## src/rtl/cobs_spf_pkg.sv

```systemverilog
// ----------------------------------------------------------------------------
// COBS signal packet filter package
// Shared types and constants for the streaming COBS decoder and type filter.
// ----------------------------------------------------------------------------
`default_nettype none

package cobs_spf_pkg;

    localparam int unsigned MAX_PACKET_BYTES_DEF = 255;

    localparam logic [7:0]  CODE_NO_ZERO      = 8'hFF;
    localparam logic [7:0]  LEN_CAP           = 8'd250;
    localparam logic [8:0]  RAW_COUNT_MAX     = 9'd511;
    localparam logic [7:0]  DEC_COUNT_MAX     = 8'd255;
    localparam logic [8:0]  MIN_RAW_BYTES     = 9'd5;
    localparam logic [7:0]  TYPE_BYTES        = 8'd4;

    localparam logic [31:0] ACCEPT_MASK_RESET = 32'hFFFF_FFFF;
    localparam logic [7:0]  MAX_PAYLOAD_RESET = 8'd250;

    localparam int unsigned CFG_INDEX_W = 1;
    localparam int unsigned CFG_DATA_W  = 32;

    typedef enum logic [CFG_INDEX_W-1:0] {
        CFG_ACCEPT_MASK = 1'b0,
        CFG_MAX_PAYLOAD = 1'b1
    } t_cfg_index;

    typedef enum logic [1:0] {
        ST_OK       = 2'd0,
        ST_OVERLONG = 2'd1,
        ST_TOO_BIG  = 2'd2
    } t_status;

    typedef enum logic {
        KIND_PAYLOAD = 1'b0,
        KIND_SUMMARY = 1'b1
    } t_kind;

    typedef struct packed {
        t_kind       kind;
        logic [7:0]  payload_byte;
        logic [31:0] signal_type;
        logic [7:0]  payload_length;
        t_status     status;
        logic        last;
    } t_result;

endpackage

`default_nettype wire

```

## src/rtl/cobs_signal_packet_filter.sv

```systemverilog
// ----------------------------------------------------------------------------
// COBS signal packet filter
// Streaming COBS decoder with little-endian packet type filter and
// end-of-packet summary.
//
//  channel  | direction | handshake          | payload
//  ---------+-----------+--------------------+-------------------------------
//  stream   | in        | i_valid / o_stall  | i_stream_byte
//  result   | out       | o_valid / i_stall  | o_item_kind .. o_last
//  config   | in        | i_cfg_we           | i_cfg_index, i_cfg_data
//
//  One stream byte per cycle while o_stall is low; its result is registered
//  into the result register, or into the skid register while the result
//  register is held. The two-entry output keeps o_stall registered;
//  o_stall rises only once both hold results. Synchronous active-low reset
//  clears packet state, the output stage and restores the register defaults.
// ----------------------------------------------------------------------------
`default_nettype none

module cobs_signal_packet_filter
    import cobs_spf_pkg::*;
#(
    parameter int unsigned MAX_PACKET_BYTES = MAX_PACKET_BYTES_DEF
) (
    input  wire logic                    i_clk,
    input  wire logic                    i_rst_n,
    input  wire logic                    i_cfg_we,
    input  wire logic [CFG_INDEX_W-1:0]  i_cfg_index,
    input  wire logic [CFG_DATA_W-1:0]   i_cfg_data,
    input  wire logic                    i_valid,
    output logic                         o_stall,
    input  wire logic [7:0]              i_stream_byte,
    output logic                         o_valid,
    input  wire logic                    i_stall,
    output logic                         o_item_kind,
    output logic [7:0]                   o_payload_byte,
    output logic [31:0]                  o_signal_type,
    output logic [7:0]                   o_payload_length,
    output logic [1:0]                   o_status,
    output logic                         o_last
);

    localparam logic [8:0] MAX_RAW = 9'(MAX_PACKET_BYTES);

    logic [31:0] r_accept_mask;
    logic [7:0]  r_max_payload;

    logic        r_expect_code, n_expect_code;
    logic [7:0]  r_block_remaining, n_block_remaining;
    logic        r_pending_zero, n_pending_zero;
    logic [8:0]  r_raw_count, n_raw_count;
    logic [7:0]  r_decoded_count, n_decoded_count;
    logic [31:0] r_type_accum, n_type_accum;
    logic        r_type_matched, n_type_matched;

    t_result     r_out, r_skid, res;
    logic        r_out_valid, r_skid_valid;
    logic        res_valid;

    logic        accept;
    logic        out_fire;
    logic        take;
    logic [7:0]  dec_byte;
    logic [7:0]  len_raw;
    logic [7:0]  len;
    logic [31:0] type_next;

    assign accept   = i_valid && !r_skid_valid;
    assign out_fire = r_out_valid && !i_stall;

    // config writes
    always_ff @(posedge i_clk) begin
        if (!i_rst_n) begin
            r_accept_mask <= ACCEPT_MASK_RESET;
            r_max_payload <= MAX_PAYLOAD_RESET;
        end else if (i_cfg_we) begin
            unique case (t_cfg_index'(i_cfg_index))
                CFG_ACCEPT_MASK: r_accept_mask <= i_cfg_data;
                CFG_MAX_PAYLOAD: r_max_payload <= i_cfg_data[7:0];
            endcase
        end
    end

    // decode step
    always_comb begin
        n_expect_code     = r_expect_code;
        n_block_remaining = r_block_remaining;
        n_pending_zero    = r_pending_zero;
        n_raw_count       = r_raw_count;
        n_decoded_count   = r_decoded_count;
        n_type_accum      = r_type_accum;
        n_type_matched    = r_type_matched;
        take              = 1'b0;
        dec_byte          = 8'd0;
        type_next         = r_type_accum;
        len_raw           = r_decoded_count - TYPE_BYTES;
        len               = (len_raw > LEN_CAP) ? LEN_CAP : len_raw;
        res_valid         = 1'b0;
        res               = '{kind: KIND_PAYLOAD, payload_byte: 8'd0,
                              signal_type: r_type_accum, payload_length: 8'd0,
                              status: ST_OK, last: 1'b0};

        if (i_stream_byte == 8'd0) begin
            if (r_raw_count >= MIN_RAW_BYTES && r_decoded_count >= TYPE_BYTES
                    && r_type_matched) begin
                res_valid          = 1'b1;
                res.kind           = KIND_SUMMARY;
                res.payload_length = len;
                res.last           = 1'b1;
                if (r_raw_count > MAX_RAW) begin
                    res.status = ST_OVERLONG;
                end else if (len > r_max_payload) begin
                    res.status = ST_TOO_BIG;
                end else begin
                    res.status = ST_OK;
                end
            end
            n_expect_code     = 1'b1;
            n_block_remaining = 8'd0;
            n_pending_zero    = 1'b0;
            n_raw_count       = 9'd0;
            n_decoded_count   = 8'd0;
            n_type_accum      = 32'd0;
            n_type_matched    = 1'b0;
        end else begin
            if (r_raw_count != RAW_COUNT_MAX) begin
                n_raw_count = r_raw_count + 9'd1;
            end
            if (r_expect_code) begin
                take              = r_pending_zero;
                dec_byte          = 8'd0;
                n_pending_zero    = (i_stream_byte != CODE_NO_ZERO);
                n_block_remaining = i_stream_byte - 8'd1;
                n_expect_code     = (i_stream_byte == 8'd1);
            end else begin
                take              = 1'b1;
                dec_byte          = i_stream_byte;
                n_block_remaining = (r_block_remaining != 8'd0) ?
                                    r_block_remaining - 8'd1 : 8'd0;
                n_expect_code     = (r_block_remaining <= 8'd1);
            end

            if (take) begin
                if (r_decoded_count < TYPE_BYTES) begin
                    type_next = r_type_accum
                              | ({24'd0, dec_byte} << {r_decoded_count[1:0], 3'b000});
                    n_type_accum = type_next;
                    if (r_decoded_count[1:0] == 2'd3) begin
                        n_type_matched = ((type_next & r_accept_mask) != 32'd0);
                    end
                end else if (r_type_matched) begin
                    res_valid        = 1'b1;
                    res.payload_byte = dec_byte;
                end
                if (r_decoded_count != DEC_COUNT_MAX) begin
                    n_decoded_count = r_decoded_count + 8'd1;
                end
            end
        end
    end

    always_ff @(posedge i_clk) begin
        if (!i_rst_n) begin
            r_expect_code     <= 1'b1;
            r_block_remaining <= 8'd0;
            r_pending_zero    <= 1'b0;
            r_raw_count       <= 9'd0;
            r_decoded_count   <= 8'd0;
            r_type_accum      <= 32'd0;
            r_type_matched    <= 1'b0;
        end else if (accept) begin
            r_expect_code     <= n_expect_code;
            r_block_remaining <= n_block_remaining;
            r_pending_zero    <= n_pending_zero;
            r_raw_count       <= n_raw_count;
            r_decoded_count   <= n_decoded_count;
            r_type_accum      <= n_type_accum;
            r_type_matched    <= n_type_matched;
        end
    end

    // output register and skid
    always_ff @(posedge i_clk) begin
        if (!i_rst_n) begin
            r_out_valid  <= 1'b0;
            r_skid_valid <= 1'b0;
        end else if (r_skid_valid) begin
            if (out_fire) begin
                r_out        <= r_skid;
                r_skid_valid <= 1'b0;
            end
        end else if (accept && res_valid) begin
            if (!r_out_valid || out_fire) begin
                r_out       <= res;
                r_out_valid <= 1'b1;
            end else begin
                r_skid       <= res;
                r_skid_valid <= 1'b1;
            end
        end else if (out_fire) begin
            r_out_valid <= 1'b0;
        end
    end

    assign o_stall          = r_skid_valid;
    assign o_valid          = r_out_valid;
    assign o_item_kind      = r_out.kind;
    assign o_payload_byte   = r_out.payload_byte;
    assign o_signal_type    = r_out.signal_type;
    assign o_payload_length = r_out.payload_length;
    assign o_status         = r_out.status;
    assign o_last           = r_out.last;

`ifndef NO_ASSERTIONS
    a_skid_needs_out: assert property (@(posedge i_clk) disable iff (!i_rst_n)
        r_skid_valid |-> r_out_valid)
        else $error("skid register full while result register empty");

    a_dec_le_raw: assert property (@(posedge i_clk) disable iff (!i_rst_n)
        {1'b0, r_decoded_count} <= r_raw_count)
        else $error("decoded count ahead of raw count");

    a_block_open: assert property (@(posedge i_clk) disable iff (!i_rst_n)
        !r_expect_code |-> r_block_remaining != 8'd0)
        else $error("inside a block with nothing remaining");

    a_delim_clears: assert property (@(posedge i_clk) disable iff (!i_rst_n)
        accept && i_stream_byte == 8'd0 |=>
            r_raw_count == 9'd0 && r_expect_code && !r_type_matched)
        else $error("packet state not cleared after delimiter");
`endif

endmodule

`default_nettype wire
```

## config.mk

```make
export PLATFORM = sky130hd
export DESIGN_NAME = cobs_signal_packet_filter
export DESIGN_NICKNAME = d
export VERILOG_FILES = /design/src/rtl/cobs_spf_pkg.sv /design/src/rtl/cobs_signal_packet_filter.sv
export SDC_FILE = /design/constraint.sdc
export NUM_CORES = 1
export LEC_CHECK = 0
export BUFFER_PORTS_ARGS = -buffer_cell sky130_fd_sc_hd__clkbuf_2
export CAP_MARGIN = 20
export CORE_ASPECT_RATIO = 1.25
export CORE_MARGIN = 10
export CORE_UTILIZATION = 35
export DETAILED_ROUTE_END_ITERATION = 16
export PLACE_DENSITY_LB_ADDON = 0.1
export SYNTH_ARGS = -nofsm -noshare
export SYNTH_HDL_FRONTEND = slang
export SYNTH_SLANG_ARGS = --single-unit
```

## constraint.sdc

```tcl
create_clock -name i_clk -period 13.51 [get_ports i_clk]
set_input_delay 2.702 -clock i_clk [delete_from_list [all_inputs] [get_ports i_clk]]
set_output_delay 2.702 -clock i_clk [all_outputs]
set_load 0.01 [all_outputs]
```

==> flow_metrics.env <==
export IMPL_skew_ps=20.3
export IMPL_synth_top_area_share_pct=33.3
export IMPL_worst_slack_ps=7820
export IMPL_drive_gt1_share_pct=21.1
export IMPL_ys_warn_count=0
export IMPL_synthTopCellsByArea="edfxtp_1 33%, dfxtp_1 22%, nand2_1 4.8%, mux2_2 4.4%, a22oi_1 4.3%"
export IMPL_rsz0062_at_grt="no"
export IMPL_drc=0
export IMPL_first_iter_violations=371
export IMPL_fmax_mhz=176
export IMPL_grt_pass1_wl_mm=37.9
export IMPL_clkTransAtPathRegs_ps=50
export IMPL_setup_viol=0
export IMPL_die_w_um=165
export IMPL_place_area_mm2=0.00998
export IMPL_worst_setup_path_start_kind="input port"
export IMPL_num_rows=66
export IMPL_grt_pass1_vias=6404
export IMPL_ant_nets=0
export IMPL_ios=100
export IMPL_area_growth_pct=16.2
export IMPL_ys_seq_area_share_pct=55.5
export IMPL_die_h_um=201
export IMPL_yosysTopAreaCell="edfxtp_1"
export IMPL_critPathKind="in -> reg"
export IMPL_netlist_area_mm2=0.00919
export IMPL_end_kind="flip-flop"
export IMPL_post_drt_wl_per_cell_um=18.9
export IMPL_ys_seq_elements=204
export IMPL_drt_total_wl_mm=24.4
export IMPL_p_leak_uw=0.00430
export IMPL_root_buffer="clkbuf_16"
export IMPL_yosysUniqueCellTypes=59
export IMPL_num_antenna_cells=0
export IMPL_min_period_ps=5690
export IMPL_hold_class="reg -> reg"
export IMPL_syn_inst=852
export IMPL_syn_nets=922
export IMPL_viasPerCell=4.98
export IMPL_clock_sinks=204
export IMPL_start_util_pct=35.5
export IMPL_cap_violations=0
export IMPL_numCtsBuffers=23
export IMPL_nFillCells=2532
export IMPL_grt_max_degree=95
export IMPL_post_cts_resized=0
export IMPL_layout_commonest_cell="nand2_1"
export IMPL_final_area_mm2=0.0107
export IMPL_hold_viol=0
export IMPL_gr_total_overflow=0
export IMPL_postSynthAreaPerCell_um2=10.8
export IMPL_required_ps=13660
export IMPL_clkLatencyLatePin_ps=520
export IMPL_tns_ps=0
export IMPL_final_cell_mix="117 x nand2_1, 102 x edfxtp_1, 101 x dfxtp_1"
export IMPL_arrival_ps=5840
export IMPL_slew_viol_final=0
export IMPL_cts_tree="done"
export IMPL_synth_edff_count=102
export IMPL_final_nets=1001
export IMPL_ys_async_sr_fraction_pct=0
export IMPL_crit_path_max_fanout=32
export IMPL_coreArea_mm2=0.0259
export IMPL_die_area_mm2=0.0332
export IMPL_grt_usage_pct=14.4
export IMPL_globalplace_congestion=0.805
export IMPL_dp_hpwl_mm=16.9
export IMPL_cts_hold_buf=0
export IMPL_irDropWorstVdd_mv=0.0643
export IMPL_antenna_found_initial=0
export IMPL_power_density_mw_per_mm2=126
export IMPL_place_port_buffers=99
export IMPL_ys_flop_type="edfxtp_1"
export IMPL_min_period_over_period_pct=42.1
export IMPL_drt_pass1_iterations=5
export IMPL_htreeDepth=1
export IMPL_slew_headroom_pct=37.3
export IMPL_status="finished clean"
export IMPL_vias=6408
export IMPL_dp_slack_ps=7220
export IMPL_tightest_slew_ps=940
export IMPL_clockBufferDepth=3
export IMPL_post_cts_buffers=0
==> metrics by stage <==
stage,hold WS (ps),instances,power (uW),utilization [%]
5_1_grt,477,1288,1400,41.2
2_1_floorplan,441,852,744,-
3_3_place_gp,450,1246,779,38.5
6_report,466,1288,1350,41.2
4_1_cts,469,1288,1370,41.2
3_5_place_dp,456,1246,779,38.5
==> cell type report <==
cell class	instances	area (um2)	area share, %
repair buffers	110	578	5.41
multi-input cells	567	3780	35.4
clock buffers	35	651	6.09
flip-flops and latches	204	5110	47.8
inverters	25	93.8	0.879
well taps	340	425	3.98
clock inverters	7	46.3	0.434
==> cells by family after synthesis <==
family | count (synthesis) | synth area share [%]
xor gates and xnor gates | 24 | 2.29
muxes | 38 | 4.63
and+or+nand+nor | 325 | 18.0
DFF | 204 | 55.5
AOI/OAI and AO/OA | 156 | 12.8
buffers and inverters | 81 | 3.58
adders and majority gates | 24 | 3.27
==> critical path, cell delays in order <==
cell and delay, ps:
clkbuf_2 160, or4_4 600, nor3_4 440, nand4_4 360, inv_2 180, a22oi_1 180, a21oi_4 690, buf_4 490
==> layer usage <==
layer	part of all wire (%)	wire, um	track usage (%)	vias to the layer above
li1	-	-	-	3200
met1	43	10500	18.2	3060
met2	50	12300	24.8	122
met3	4.5	1100	2.33	26
met4	1.7	418	3.49	0
met5	0	0	0	-
==> synthesized netlist by cell type, drive strengths merged (4+ instances only) <==
library cell and instances:
o22ai 4, a22oi 53, dfxtp 102, clkbuf 44, nor2b 54, o21bai 8
xnor2 10, inv 24, nor4 5, edfxtp 102, o21a 5, nor3 18
o211ai 9, mux2 36, nor2 42, and2 8, nand2b 13, nand4 12
xor2 14, a21oi 9, o31ai 16, buf 12, nand2 117, a21boi 6
o21ai 9, nand3 42, ha 24, a21o 27
==> sequential cells by signal, summed over array words and instances, names as in the netlist, 2 cells and up <==
signal / flops
r_accept_mask: 32
o_payload_length: 8
r_block_remaining: 8
r_max_payload: 8
r_skid: 51
r_raw_count: 9
o_signal_type: 32
r_type_accum: 32
r_decoded_count: 8
o_status: 2
o_payload_byte: 8
==> final timing paths <==
kind / from / endpoint / slack [ps] / depth (start not counted)
hold / removal: r_accept_mask[28] / r_accept_mask[28] / 470 / 2
setup reg to reg: r_decoded_count[1] / o_signal_type[24] / 9820 / 8
hold reg to reg: r_accept_mask[28] / r_accept_mask[28] / 470 / 2
setup / recovery: i_stream_byte[3] / o_signal_type[24] / 7820 / 8
==> power by group <==
| group | switching (uW) | total, uW | internal [uW] |
|---|---|---|---|
| registers | 11.9 | 669 | 657 |
| clock network | 249 | 583 | 334 |
| logic | 57.9 | 95.9 | 37.9 |
Power figures use the tool's default switching activity.
